### src/rtl/core/msm_pkg.sv
// Shared types and constants for the mecanum wheel speed mixer.
// Used by msm_mix, msm_div_cell and mecanum_wheel_speed_mixer_top; depends on nothing.
`timescale 1ns / 1ps

package msm_pkg;

  localparam int unsigned CmdW      = 16;  // width of one velocity command field
  localparam int unsigned LimW      = 15;  // width of the speed limit register
  localparam int unsigned SumW      = 18;  // signed raw wheel sum, never wraps
  localparam int unsigned MagW      = 17;  // magnitude of a raw sum, up to 98304
  localparam int unsigned NumW      = 32;  // dividend: magnitude times limit
  localparam int unsigned QuoW      = 15;  // quotient never exceeds the limit
  localparam int unsigned NumWheels = 4;

  localparam logic [LimW-1:0] LimitReset = 15'd10000;

  // Wheel lane order inside the datapath.
  localparam int unsigned WheelFl = 0;
  localparam int unsigned WheelFr = 1;
  localparam int unsigned WheelBl = 2;
  localparam int unsigned WheelBr = 3;

  typedef struct packed {
    logic signed [CmdW-1:0] vel_forward;
    logic signed [CmdW-1:0] vel_side;
    logic signed [CmdW-1:0] vel_turn;
  } vel_cmd_t;

  typedef struct packed {
    logic signed [CmdW-1:0] wheel_front_left;
    logic signed [CmdW-1:0] wheel_front_right;
    logic signed [CmdW-1:0] wheel_back_left;
    logic signed [CmdW-1:0] wheel_back_right;
    logic                   was_scaled;
  } wheel_out_t;

  // One wheel as it travels down the divider chain.
  typedef struct packed {
    logic            neg;
    logic [NumW-1:0] rem;
    logic [QuoW-1:0] quo;
  } lane_t;

  typedef struct packed {
    lane_t [NumWheels-1:0] lane;
    logic  [MagW-1:0]      div;
    logic                  scaled;
  } div_item_t;

endpackage

### src/rtl/core/msm_div_cell.sv
// One cell of the restoring divider chain: resolves one quotient bit for all four wheels.
// Registered output with a valid/ready handshake; depends on msm_pkg.
`timescale 1ns / 1ps

module msm_div_cell #(
  parameter int unsigned BitIdx = 0
) (
  input  logic               clk_i,
  input  logic               rst_ni,
  input  logic               valid_i,
  output logic               ready_o,
  input  msm_pkg::div_item_t item_i,
  output logic               valid_o,
  input  logic               ready_i,
  output msm_pkg::div_item_t item_o
);

  logic               v_q;
  msm_pkg::div_item_t item_q, item_d;
  logic               en;

  logic [msm_pkg::NumW:0] dsh;
  logic [msm_pkg::NumW:0] trial;

  assign en      = !v_q || ready_i;
  assign ready_o = en;
  assign valid_o = v_q;
  assign item_o  = item_q;

  always_comb begin
    item_d = item_i;
    dsh    = (msm_pkg::NumW + 1)'(item_i.div) << BitIdx;
    trial  = '0;
    for (int i = 0; i < msm_pkg::NumWheels; i++) begin
      trial = {1'b0, item_i.lane[i].rem} - dsh;
      item_d.lane[i].quo[BitIdx] = !trial[msm_pkg::NumW];
      if (!trial[msm_pkg::NumW]) begin
        item_d.lane[i].rem = trial[msm_pkg::NumW-1:0];
      end
    end
  end

  always_ff @(posedge clk_i or negedge rst_ni) begin
    if (!rst_ni) begin
      v_q <= 1'b0;
    end else if (en) begin
      v_q <= valid_i;
    end
  end

  always_ff @(posedge clk_i) begin
    if (en && valid_i) begin
      item_q <= item_d;
    end
  end

  // After this cell every partial remainder is below the divisor at this bit weight.
  logic rem_ok;
  always_comb begin
    rem_ok = 1'b1;
    for (int i = 0; i < msm_pkg::NumWheels; i++) begin
      if ({1'b0, item_q.lane[i].rem} >= ((msm_pkg::NumW + 1)'(item_q.div) << BitIdx)) begin
        rem_ok = 1'b0;
      end
    end
  end

  a_rem_below: assert property (@(posedge clk_i) disable iff (!rst_ni)
    v_q |-> rem_ok)
    else $error("partial remainder not reduced below the divisor");

endmodule

### config.mk
export PLATFORM = sky130hd
export DESIGN_NAME = msm_div_cell
export DESIGN_NICKNAME = d
export VERILOG_FILES = /design/src/rtl/core/msm_pkg.sv /design/src/rtl/core/msm_div_cell.sv
export SDC_FILE = /design/constraint.sdc
export NUM_CORES = 1
export LEC_CHECK = 0
export ABC_AREA = 1
export BUFFER_PORTS_ARGS = -buffer_cell sky130_fd_sc_hd__buf_2
export CORE_ASPECT_RATIO = 0.6
export CORE_MARGIN = 2
export CORE_UTILIZATION = 31
export CTS_CLUSTER_SIZE = 8
export DETAILED_ROUTE_END_ITERATION = 16
export HOLD_SLACK_MARGIN = 0.1
export PLACE_DENSITY = 0.54
export SYNTH_ARGS = -nofsm -noshare
export SYNTH_HDL_FRONTEND = slang
export SYNTH_SLANG_ARGS = --single-unit
### constraint.sdc
create_clock -name clk_i -period 21.5 [get_ports clk_i]
set_input_delay 4.3 -clock clk_i [delete_from_list [all_inputs] [get_ports clk_i]]
set_output_delay 4.3 -clock clk_i [all_outputs]
set_load 0.03 [all_outputs]
# --- Yosys cells after proc, flatten, opt, wreduce, memory -nomap -nowiden ---
# Index checks and enable logic that the tools add are counted.
# Widths: inputs -> output; s select.
classes:
  n_addsub: 4
  n_mul: 0
  div_mod_pow: 0
  magnitude_cmp: 0
  n_eq_ne: 0
  shifts: 0
  muxes: 4
  bitwise_logic: 0
  reduce_logical: 7
ops:
  columns: ["op", "count"]
  rows:
  - ["$sub 32x17->33", 4]
  - ["$mux 32", 4]
  - ["$logic_not 1->1", 5]
  - ["$logic_and 1x1->1", 1]
  - ["$logic_or 1x1->1", 1]
totals:
  regBits: 211
  latchBits: 0
  ramBits: 0
  rom_bits: 0
  in_bits: 214
  output_inout_bits: 212
  wordCells: 30
  memories: 0

# --- Logic depth before layout (Yosys ltp) ---
logic_depth:
  ltp_word: 3
  ltp_mapped: 16

# --- Least setup slack after synthesis ---
# OpenSTA, ideal clock, no wires.
synth_path:
  path_type: "input port to flip-flop"
  start: "in valid_i"
  end: "reg item_q (netlist bit item_o[0]) (enable)"
  arrival_time_ps: 14421
  required_time_ps: 20650
  path_slack_ps: 6229
  path_stages: 2
  path_cell_list: "inv_1 a21oi_1"
synth_via:
  elab_chain_len: 1
synth_rtl:
  columns: ["element", "line", "rtl"]
  rows:
  - ["from (decl)", "msm_div_cell.sv:10", "input logic valid_i,"]
  - ["$logic_and 1x1->1", "msm_div_cell.sv:52", "if (en && valid_i) begin"]
  - ["to (signal assigned)", "msm_div_cell.sv:53", "item_q <= item_d;"]
  - ["to (decl)", "msm_div_cell.sv:19", "msm_pkg::div_item_t item_q, item_d;"]
# No other way between the ends.
# A chain may end at the register's enable or synchronous reset.

# --- Worst setup path in the final report ---
layout_path:
  start: "in ready_i"
  end: "out ready_o"
layout_via:
  elab_chain_len: 1
layout_rtl:
  columns: ["element", "line", "rtl"]
  rows:
  - ["from (decl)", "msm_div_cell.sv:14", "input logic ready_i,"]
  - ["$logic_or 1x1->1", "msm_div_cell.sv:25", "assign en = !v_q || ready_i;"]
  - ["to (decl)", "msm_div_cell.sv:11", "output logic ready_o,"]
# No other way between the ends.

==> run_results.csv <==
group,metric,value,unit
outcome,status,"finished, final reports clean",
synthesis,yosys_warnings,0,
grt,overflow,0,
sta,slew_viol_final,0,
sta,finalClockSkew,0.0131,ns
sta,hold_viol,0,
finish,drive_gt1_share,22.8,%
hold_path,min_path_type,"flip-flop to flip-flop",
placement,place.gp.congestion,1.03,
synthesis,yosys-top-cells-area,"edfxtp_1 44%, nand2_1 17%, inv_1 7.8%",
clocking,clk_pin_slew,0.05,ns
finish,areaGrowthSynthToFinish,25.0,%
grt,antenna_found_initial,7,
route,drtAntennaViolNets,0,
sta,fin_crit_sh,42.1,%
setup_path,reg2regPathDepth,3,
route,wl,50200,microns
sta,tightest_slew,1.01,ns
setup_path,reg2reg_to,"item_o[60]$_DFFE_PP_",
setup_path,crit_start,"ready_i",
floorplan,pin_count,426,
setup_path,regToRegSetupSlack,18.87,ns
clocking,cts_buffer_depth,3,
grt,grt_pass1_vias,12408,
sta,finalCriticalPeriod,9.06,ns
synthesis,synth_cells,1847,
setup_path,cp-start-kind,"primary input",
synthesis,synth-seq-cells,211,
placement,place_ws,12.43,ns
sta,finalWorstSetupSlack,12.44,ns
synthesis,yosysTopAreaCellShare,44.0,%
synthesis,postSynthAreaPerCell,7.76,sq um
setup_path,timing.rr.start,"valid_o$_DFFE_PN0N_",
floorplan,fp.dieW,282,microns
sta,slew-limit-headroom,32.2,%
placement,hpwl,41100,microns
power_and_ir_drop,leakagePower,8.56,nW
route,post-route-drc-count,0,
placement,dp.cells,2873,
grt,grt_max_degree,79,
floorplan,initial_core_util,31.7,%
sta,grt_setup_unrepaired,"no",
setup_path,crit_path_end_kind,"primary output",
finish,stdcell_count,2924,
synthesis,syn_nets,2133,
sta,setup_viol,0,
finish,finalNetCount,2571,
floorplan,core_area,45200,sq um
grt,grt_first_pass_wirelength,72800,microns
clocking,postCtsResizedCells,0,
setup_path,cp_max_fo,2,
power_and_ir_drop,vdd_ir_drop_max,0.0512,mV
route,vias_per_cell,4.62,
clocking,htreeDepth,1,
clocking,post_cts_buffers,0,
finish,final_util,39.7,%
clocking,numCtsBuffers,30,
setup_path,cp.arrival,4.76,ns
grt,grt_util_all_layers,20.0,%
power_and_ir_drop,power.density,70.8,nW/um^2
synthesis,synth_area,14300,sq um
route,wl_per_cell,17.2,microns
route,drt_first_iter_violations,1044,
clocking,ctsHoldBuffers,0,
setup_path,crit_required,17.20,ns
setup_path,crit_path_end,"ready_o",
job,cap_violations,0,
clocking,root_buffer,"clkbuf_16",
synthesis,synth_top_area_cell,"edfxtp_1",
power_and_ir_drop,power.total,1.27,mW
clocking,clock_latency,0.57,ns
placement,io_buffers,421,
synthesis,ys_types,38,
sta,setup-tns-final,0,ns
synthesis,seq_area_frac_synth,44.2,%
setup_path,worst-setup-path-type,"primary input to primary output",
floorplan,die_area,48000,sq um
clocking,cts_sinks,211,
clocking,cts_tree,"built",
floorplan,rows,60,
sta,max_freq,0.110,GHz
route,dr.pass1.iters,5,
floorplan,fp.dieH,171,microns
route,vias,13508,
[cells by family after synthesis]
kind of cell	share of synthesized area (%)
buffers and inverters	9.18
adder cells (fa/ha/maj)	6.49
XOR/XNOR	3.67
flip-flops	44.2
AND/OR/NAND/NOR	28.6
AO/OA/AOI/OAI	7.93
[cell usage after synthesis, drive strengths merged]
cell    count
o21ai      59
a21boi      4
or2         5
edfxtp    210
inv       297
a21oi     124
and2        1
buf        20
nand3      85
and3        2
nand4      25
nand2b      2
fa          4
nand3b     16
o21bai      6
dfrtp       1
xor2       26
nor2      168
nor4        1
nor3       25
nand2     664
xnor2      34
ha         68
[final cells by class]
cell class                      instances  area [sq um]
Fill cell                            4672         27300
Multi-Input combinational cell       1319          6710
Sequential cell                       211          6330
Timing Repair Buffer                  426          2140
Inverter                              297          1120
Clock buffer                           46           821
Tap cell                              620           776
Clock inverter                          1          16.3
Antenna cell                            4          10.0
[worst min-delay path by stage]
stage                             start             endpoint  cells past startpoint
finish              valid_o$_DFFE_PN0N_  valid_o$_DFFE_PN0N_                      2
global route        valid_o$_DFFE_PN0N_  valid_o$_DFFE_PN0N_                      2
CTS                 valid_o$_DFFE_PN0N_  valid_o$_DFFE_PN0N_                      2
detailed placement  valid_o$_DFFE_PN0N_  valid_o$_DFFE_PN0N_                      2
global placement    valid_o$_DFFE_PN0N_  valid_o$_DFFE_PN0N_                      2
floorplan           valid_o$_DFFE_PN0N_  valid_o$_DFFE_PN0N_                      2
[registers in the layout, indices dropped and copies added, names as in the netlist]
signal	flops
item_o	210
valid_o	1
[power breakdown]
part / leakage (nW) / internal, mW / switching (mW)
clock network: 0.402 / 0.257 / 0.185
registers: 2.00 / 0.496 / 0.00755
logic: 6.15 / 0.0989 / 0.225
[placed cells by master (no fill, tap or decap), types with 2 or more instances in the layout]
cell | netlist | routed
and3_1 | 2 | 2
a21oi_1 | 104 | 103
inv_1 | 296 | 296
nand2_1 | 655 | 655
nand2_2 | 8 | 8
o21ai_0 | 33 | 33
clkbuf_1 | 0 | 15
nor3_2 | 4 | 4
nand3b_1 | 16 | 16
o21bai_1 | 6 | 6
ha_1 | 68 | 68
a21oi_4 | 0 | 2
clkbuf_16 | 0 | 30
buf_2 | 3 | 421
xor2_1 | 26 | 26
or2_2 | 5 | 5
nor3_1 | 21 | 21
edfxtp_1 | 210 | 210
diode_2 | 0 | 4
nand3_1 | 85 | 85
a21oi_2 | 20 | 19
fa_1 | 4 | 4
a21boi_0 | 2 | 2
xnor2_1 | 34 | 34
nand4_1 | 24 | 24
o21ai_2 | 15 | 15
o21ai_1 | 11 | 11
buf_4 | 6 | 5
nor2_2 | 8 | 8
nor2_1 | 160 | 160
nand2b_1 | 2 | 2
[routing by layer]
layer	part of all wire, %	up-vias	global-route usage (%)
met5	0	-	0
met4	2.2	0	4.07
met3	8.0	74	4.48
met2	43	473	30.7
met1	47	6124	28.9
li1	-	6837	-
[metrics by stage]
| step | hold WS [ns] | area [sq um] |
|---|---|---|
| 3_5_place_dp | 0.580 | 17100 |
| 6_report | 0.583 | 17900 |
| 4_1_cts | 0.592 | 17900 |
| 3_3_place_gp | 0.557 | 17100 |
| 5_1_grt | 0.636 | 17900 |
| 2_1_floorplan | 0.895 | 14300 |
[critical path, cell delays in order]
cell	delay [ns]
buf_2	0.09
inv_1	0.10
nand2_1	0.08
buf_2	0.18
Power figures use the tool's default switching activity.
