--- src/rtl/core/msm_pkg.sv ---
// Shared types and constants for the mecanum wheel speed mixer.
// Used by msm_mix, msm_div_cell and mecanum_wheel_speed_mixer_top; depends on nothing.
`timescale 1ns / 1ps

package msm_pkg;

  localparam int unsigned CmdW      = 16;  // width of one velocity command field
  localparam int unsigned LimW      = 15;  // width of the speed limit register
  localparam int unsigned SumW      = 18;  // signed raw wheel sum, never wraps
  localparam int unsigned MagW      = 17;  // magnitude of a raw sum, up to 98304
  localparam int unsigned NumW      = 32;  // dividend: magnitude times limit
  localparam int unsigned QuoW      = 15;  // quotient never exceeds the limit
  localparam int unsigned NumWheels = 4;

  localparam logic [LimW-1:0] LimitReset = 15'd10000;

  // Wheel lane order inside the datapath.
  localparam int unsigned WheelFl = 0;
  localparam int unsigned WheelFr = 1;
  localparam int unsigned WheelBl = 2;
  localparam int unsigned WheelBr = 3;

  typedef struct packed {
    logic signed [CmdW-1:0] vel_forward;
    logic signed [CmdW-1:0] vel_side;
    logic signed [CmdW-1:0] vel_turn;
  } vel_cmd_t;

  typedef struct packed {
    logic signed [CmdW-1:0] wheel_front_left;
    logic signed [CmdW-1:0] wheel_front_right;
    logic signed [CmdW-1:0] wheel_back_left;
    logic signed [CmdW-1:0] wheel_back_right;
    logic                   was_scaled;
  } wheel_out_t;

  // One wheel as it travels down the divider chain.
  typedef struct packed {
    logic            neg;
    logic [NumW-1:0] rem;
    logic [QuoW-1:0] quo;
  } lane_t;

  typedef struct packed {
    lane_t [NumWheels-1:0] lane;
    logic  [MagW-1:0]      div;
    logic                  scaled;
  } div_item_t;

endpackage

--- src/rtl/core/msm_mix.sv ---
// Mixing front end: raw wheel sums, magnitudes, the largest magnitude and dividend set-up.
// Two register stages with a valid/ready handshake; depends on msm_pkg.
`timescale 1ns / 1ps

module msm_mix (
  input  logic                      clk_i,
  input  logic                      rst_ni,
  input  logic [msm_pkg::LimW-1:0]  lim_i,
  input  logic                      valid_i,
  output logic                      ready_o,
  input  msm_pkg::vel_cmd_t         cmd_i,
  output logic                      valid_o,
  input  logic                      ready_i,
  output msm_pkg::div_item_t        item_o
);

  // Stage A holds signs and magnitudes of the four raw sums.
  logic                                                  va_q;
  logic [msm_pkg::NumWheels-1:0]                         neg_q, neg_d;
  logic [msm_pkg::NumWheels-1:0][msm_pkg::MagW-1:0]      mag_q, mag_d;
  logic [msm_pkg::LimW-1:0]                              lim_q;

  // Stage B holds the dividend set-up.
  logic                  vb_q;
  msm_pkg::div_item_t    item_q, item_d;

  logic en_a, en_b;

  logic signed [msm_pkg::SumW-1:0] vx, vy, vw;
  logic signed [msm_pkg::SumW-1:0] sum [msm_pkg::NumWheels];
  logic signed [msm_pkg::SumW-1:0] neg_sum;

  logic [msm_pkg::MagW-1:0] m01, m23, mx;
  logic [msm_pkg::NumW-1:0] prod;
  logic                     scaled;

  assign en_b    = !vb_q || ready_i;
  assign en_a    = !va_q || en_b;
  assign ready_o = en_a;
  assign valid_o = vb_q;
  assign item_o  = item_q;

  always_comb begin
    vx = msm_pkg::SumW'(cmd_i.vel_forward);
    vy = msm_pkg::SumW'(cmd_i.vel_side);
    vw = msm_pkg::SumW'(cmd_i.vel_turn);
    sum[msm_pkg::WheelFl] = vx + vy - vw;
    sum[msm_pkg::WheelFr] = vy - vx - vw;
    sum[msm_pkg::WheelBl] = vx - vy - vw;
    sum[msm_pkg::WheelBr] = -vx - vy - vw;
    neg_sum = '0;
    for (int i = 0; i < msm_pkg::NumWheels; i++) begin
      neg_sum  = -sum[i];
      neg_d[i] = sum[i][msm_pkg::SumW-1];
      mag_d[i] = neg_d[i] ? neg_sum[msm_pkg::MagW-1:0] : sum[i][msm_pkg::MagW-1:0];
    end
  end

  always_comb begin
    m01    = (mag_q[0] > mag_q[1]) ? mag_q[0] : mag_q[1];
    m23    = (mag_q[2] > mag_q[3]) ? mag_q[2] : mag_q[3];
    mx     = (m01 > m23) ? m01 : m23;
    scaled = mx > {2'b00, lim_q};
    prod   = '0;
    item_d = '0;
    item_d.scaled = scaled;
    // Without limiting the divisor is one, so the chain passes the magnitude through.
    item_d.div    = scaled ? mx : msm_pkg::MagW'(1);
    for (int i = 0; i < msm_pkg::NumWheels; i++) begin
      prod = {15'd0, mag_q[i]} * {17'd0, lim_q};
      item_d.lane[i].neg = neg_q[i];
      item_d.lane[i].rem = scaled ? prod : {15'd0, mag_q[i]};
      item_d.lane[i].quo = '0;
    end
  end

  always_ff @(posedge clk_i or negedge rst_ni) begin
    if (!rst_ni) begin
      va_q <= 1'b0;
      vb_q <= 1'b0;
    end else begin
      if (en_a) va_q <= valid_i;
      if (en_b) vb_q <= va_q;
    end
  end

  always_ff @(posedge clk_i) begin
    if (en_a && valid_i) begin
      neg_q <= neg_d;
      mag_q <= mag_d;
      lim_q <= lim_i;
    end
    if (en_b && va_q) begin
      item_q <= item_d;
    end
  end

  // The dividend must stay below the divisor times two to the quotient width.
  logic num_ok;
  always_comb begin
    num_ok = 1'b1;
    for (int i = 0; i < msm_pkg::NumWheels; i++) begin
      if ({1'b0, item_q.lane[i].rem} >= ({16'd0, item_q.div} << msm_pkg::QuoW)) num_ok = 1'b0;
    end
  end

  a_num_range: assert property (@(posedge clk_i) disable iff (!rst_ni)
    vb_q |-> num_ok)
    else $error("dividend out of range for the divider chain");

  a_unscaled_div: assert property (@(posedge clk_i) disable iff (!rst_ni)
    (vb_q && !item_q.scaled) |-> (item_q.div == msm_pkg::MagW'(1)))
    else $error("pass-through item has a divisor other than one");

endmodule

--- config.mk ---
export PLATFORM = sky130hd
export DESIGN_NAME = msm_mix
export DESIGN_NICKNAME = d
export VERILOG_FILES = /design/src/rtl/core/msm_pkg.sv /design/src/rtl/core/msm_mix.sv
export SDC_FILE = /design/constraint.sdc
export NUM_CORES = 2
export LEC_CHECK = 0
export BUFFER_PORTS_ARGS = -buffer_cell sky130_fd_sc_hd__buf_2
export CAP_MARGIN = 10
export CORE_MARGIN = 4
export CORE_UTILIZATION = 35
export CTS_BUF_LIST = sky130_fd_sc_hd__clkbuf_8
export DETAILED_ROUTE_END_ITERATION = 8
export MAX_ROUTING_LAYER = met4
export PLACE_DENSITY = 0.47
export SLEW_MARGIN = 25
export SYNTH_ARGS = -nofsm -noshare
export SYNTH_HDL_FRONTEND = slang
export SYNTH_SLANG_ARGS = --single-unit
--- constraint.sdc ---
create_clock -name clk_i -period 16.11 [get_ports clk_i]
set_clock_uncertainty 0.15 [all_clocks]
set_input_delay 3.222 -clock clk_i [delete_from_list [all_inputs] [get_ports clk_i]]
set_output_delay 3.222 -clock clk_i [all_outputs]
set_load 0.01 [all_outputs]
## Word level (Yosys, flattened, before mapping)

Cells that the tools add are included.

| word-level totals | value |
|---|---|
| register bits | 239 |
| input port bits | 67 |

| cells by class | value |
|---|---|
| $add $sub $neg | 13 |
| $mul | 4 |
| $lt $le $gt $ge | 4 |
| multiplexer cells | 11 |
| reduce and logical (&&, ||, !) cells | 6 |

Operator list:

| operator | count |
|---|---|
| $mux W17 | 11 |
| $mul A17 B15 Y32 | 4 |
| $neg A17 Y17 | 4 |
| $sub A17 B16 Y18 | 3 |
| $gt A17 B17 Y1 | 3 |
| $sub A18 B16 Y18 | 2 |
| $sub A16 B16 Y17 | 2 |
| $neg A16 Y18 | 1 |
| $add A16 B16 Y17 | 1 |
| $gt A17 B15 Y1 | 1 |
| $logic_and A1 B1 Y1 | 2 |
| $logic_not A1 Y1 | 2 |
| $logic_or A1 B1 Y1 | 2 |

## Logic depth before layout (Yosys ltp)

| logic depth | value |
|---|---|
| depth after elaboration | 6 |
| gate-level depth with buffers | 35 |

## Least setup slack after synthesis

No wires, ideal clock.

| timing path | value |
|---|---|
| path kind | input to register |
| start | in ready_i |
| end | reg item_q, in the netlist item_o[0] (enable) |
| library setup time | 526 ps |
| data arrival time | 6737 ps |
| data required time | 15434 ps |
| setup slack | 8697 ps |
| stages | 2 |
| buffers on the path | 0 |
| cell sequence | nand2b_1 and2_1 |

| between the ends | value |
|---|---|
| cells in the longest elaborated chain, start to end | 2 |

RTL lines:

| item | line | source |
|---|---|---|
| start: declaration | msm_mix.sv:13 | `input logic ready_i,` |
| $logic_or A1 B1 Y1 | msm_mix.sv:37 | `assign en_b = !vb_q \|\| ready_i;` |
| $logic_and A1 B1 Y1 | msm_mix.sv:93 | `if (en_b && va_q) begin` |
| end signal: assignment | msm_mix.sv:94 | `item_q <= item_d;` |
| end: declaration | msm_mix.sv:25 | `msm_pkg::div_item_t item_q, item_d;` |

Every way passes these cells.
A chain may end at the register's enable or synchronous reset.

==> impl_results.md <==
* Status: completed
* PortBufs at 218
* Post-synth top area cell: fa_1
* Post-Syn Instances at around 5300
* Synth warn at 0
* Post-synth EDFFs at 235
* H-tree levels at 2
* Crit Path Category: register to register
* Max-slew headroom at ~26%
* Arrival time worst endpoint at 9.12 ns
* Total number of vias at between 30000 and 40000
* Number of global-route vias before repair at about 40000
* Root Driver: clkbuf_8
* CP max stage cell: edfxtp_1
* Most common cell after layout, fill and taps aside: inv_1
* Die footprint at between 0.1 and 0.15 sq mm
* GRT Total Usage at 23.7%
* Post-CTS sizing at 0
* Hpwl dp at 132000 microns
* Final nets at slightly below 7000
* TNS Setup at 0 ns
* TritonCTS Buffers at 54
* Least-Margin Pin Slew at about 1.1 ns
* CP max stage delay at around 0.69 ns
* Setup Fix Bufs, Post-CTS at 0
* CTS sink count at 237
* Core ar. at 0.138 sq mm
* Global-route wire length before repair at 254000 microns
* FFs w/ async S/R, synth at 0.844%
* Initial antenna violation count at 5
* Reg area at between 0.007 and 0.008 sq mm
* TritonCTS clock tree: done
* Clock Latency Late Sink at around 0.74 ns
* Grt total ovfl at 0
* Max-Cap Viols at 0
* Commonest cells after routing, fill and taps aside: 919 x inv_1, 836 x fa_1, 761 x nand2_1
* Remaining DRCs at 0
* Fin crit share at ~55%
* CTS Buffer Depth at 3
* Worst EP required at about 16 ns
* Area taken by multi-input logic gates at 0.0373 sq mm
* Post-synthesis register bit count at approximately 240
* GP Congestion at about 0.9
* Hold Path Class: register to register
* CTS hold repair buffers at 0
* Row count at between 100 and 150
* Mapped cell area at ~0.049 sq mm
* Total wire length at ~170000 microns
* Die height at around 380 microns
* Synth cell types at between 90 and 100
* Largest net degree at the start of global routing at 77
* Wire length per cell at around 23 microns
* Main area contributors after synthesis: fa_1 34%, edfxtp_1 14%, ha_1 14%
* Starting density of the core at between 30 and 40%
* Crit Path Max Fanout at 76
* Critical Path Sink Type: register
* Drt via density at ~5
* Antenna-violating nets left at 0
* Syn Area/Cell at just over 9 sq um
* Max Clk Rate at approximately 110 MHz
* Pre-Repair DR Iteration Count at 6
* Slew Limit Fails at 0
* Clock slew at reported path FFs at 0.06 ns
* Share of cells above drive strength 1 at 7.48%
* Filler cell count at about 14000
* CP startpoint kind: register
* Fin. Hold Viols at 0
* DR iter-0 viols at 2305
* Sequential-to-total area share from yosys stat at 14.5%
* Crit-path most repeated cell: o21ai_0
* Area share of the largest cell type after synthesis at about 34%
* Area growth from synthesis to layout at 7.82%
* RSZ-0062 raised after global routing: no
* Final min period at a little under 9 ns
* Setup violations, final at 0
* Die W at approximately 380 microns
* Top_reg_cell synth: edfxtp_1
* # IOs at between 200 and 300
[Yosys cell counts (16+ instances only)]
master / number
a211oi_1: 22
a21o_1: 66
a21oi_1: 185
a31oi_1: 22
and2_1: 222
and3_1: 25
buf_2: 21
buf_4: 61
clkbuf_1: 185
edfxtp_1: 235
fa_1: 836
ha_1: 542
inv_1: 908
mux2_2: 16
mux2i_1: 19
nand2_1: 761
nand2b_1: 20
nand3_1: 49
nand4_1: 25
nor2_1: 404
nor2b_1: 20
nor3_1: 55
o211ai_1: 20
o21a_1: 22
o21ai_0: 134
o21bai_1: 22
o31ai_1: 20
xnor2_1: 116
xor2_1: 80
[cells by family after synthesis]
family	after synthesis	synth area share, %
mux	37	0.811
other cells	1	0.00767
xor+xnor	196	3.51
fa+ha+maj	1378	48.1
simple gates	1649	15.1
buf+inv	1200	9.75
compound gates	621	8.25
flops	237	14.5
[stage by stage]
stage	utilization (%)	setup slack [ns]	hold WS [ns]	area, sq um	cells
final	38.2	7.27	0.284	52700	7349
after global routing	38.2	6.51	0.294	52700	7344
after CTS	38.2	7.37	0.284	52700	7342
after detailed placement	37.5	7.40	0.264	51800	7250
after global placement	37.5	7.49	0.261	51800	7250
after floorplan	-	8.70	0.250	49100	5378
[per-layer routing]
layer  track usage (%)  share of wire [%]
met2              39.8                 49
met3              3.28                5.8
met4              6.07                2.9
met5                 -                  0
met1              30.3                 43
[layout make-up]
| class | count | area share (%) |
|---|---|---|
| Antenna cell | 7 | 0.0332 |
| Timing Repair Buffer | 286 | 3.04 |
| Multi-Input combinational cell | 3941 | 70.7 |
| Sequential cell | 237 | 13.5 |
| Clock inverter | 37 | 0.342 |
| Inverter | 923 | 6.57 |
| Tap cell | 1863 | 4.42 |
| Clock buffer | 55 | 1.44 |
[worst paths after layout]
check,from,to,slack [ns],depth (start not counted)
worst max-delay path,mag_q[32],item_o[88],7.27,30
min in group asynchronous,rst_ni,valid_o,2.10,1
worst max register to register,mag_q[32],item_o[88],7.27,30
worst min-delay path,neg_q[2],item_o[161],0.28,0
max in group asynchronous,rst_ni,va_q,13.61,1
worst min register to register,neg_q[2],item_o[161],0.28,0
[sequential cells by signal, summed over array words and instances (netlist names)]
signal   flops
valid_o      1
mag_q       67
neg_q        4
item_o     149
va_q         1
lim_q       15
[worst max-delay path, delay by kind of cell, from the launching register on]
| family | cells | cell delay (ns) |
|---|---|---|
| AOI/OAI and AO/OA | 15 | 3.16 |
| and+or+nand+nor | 7 | 1.57 |
| buffers and inverters | 4 | 1.44 |
| adders and majority gates | 3 | 1.01 |
| DFF | 1 | 0.69 |
| muxes | 1 | 0.40 |
Power is left out: the tool's default activity adds up to more than one toggle a clock period on the data nets, which glitch-free logic cannot reach.
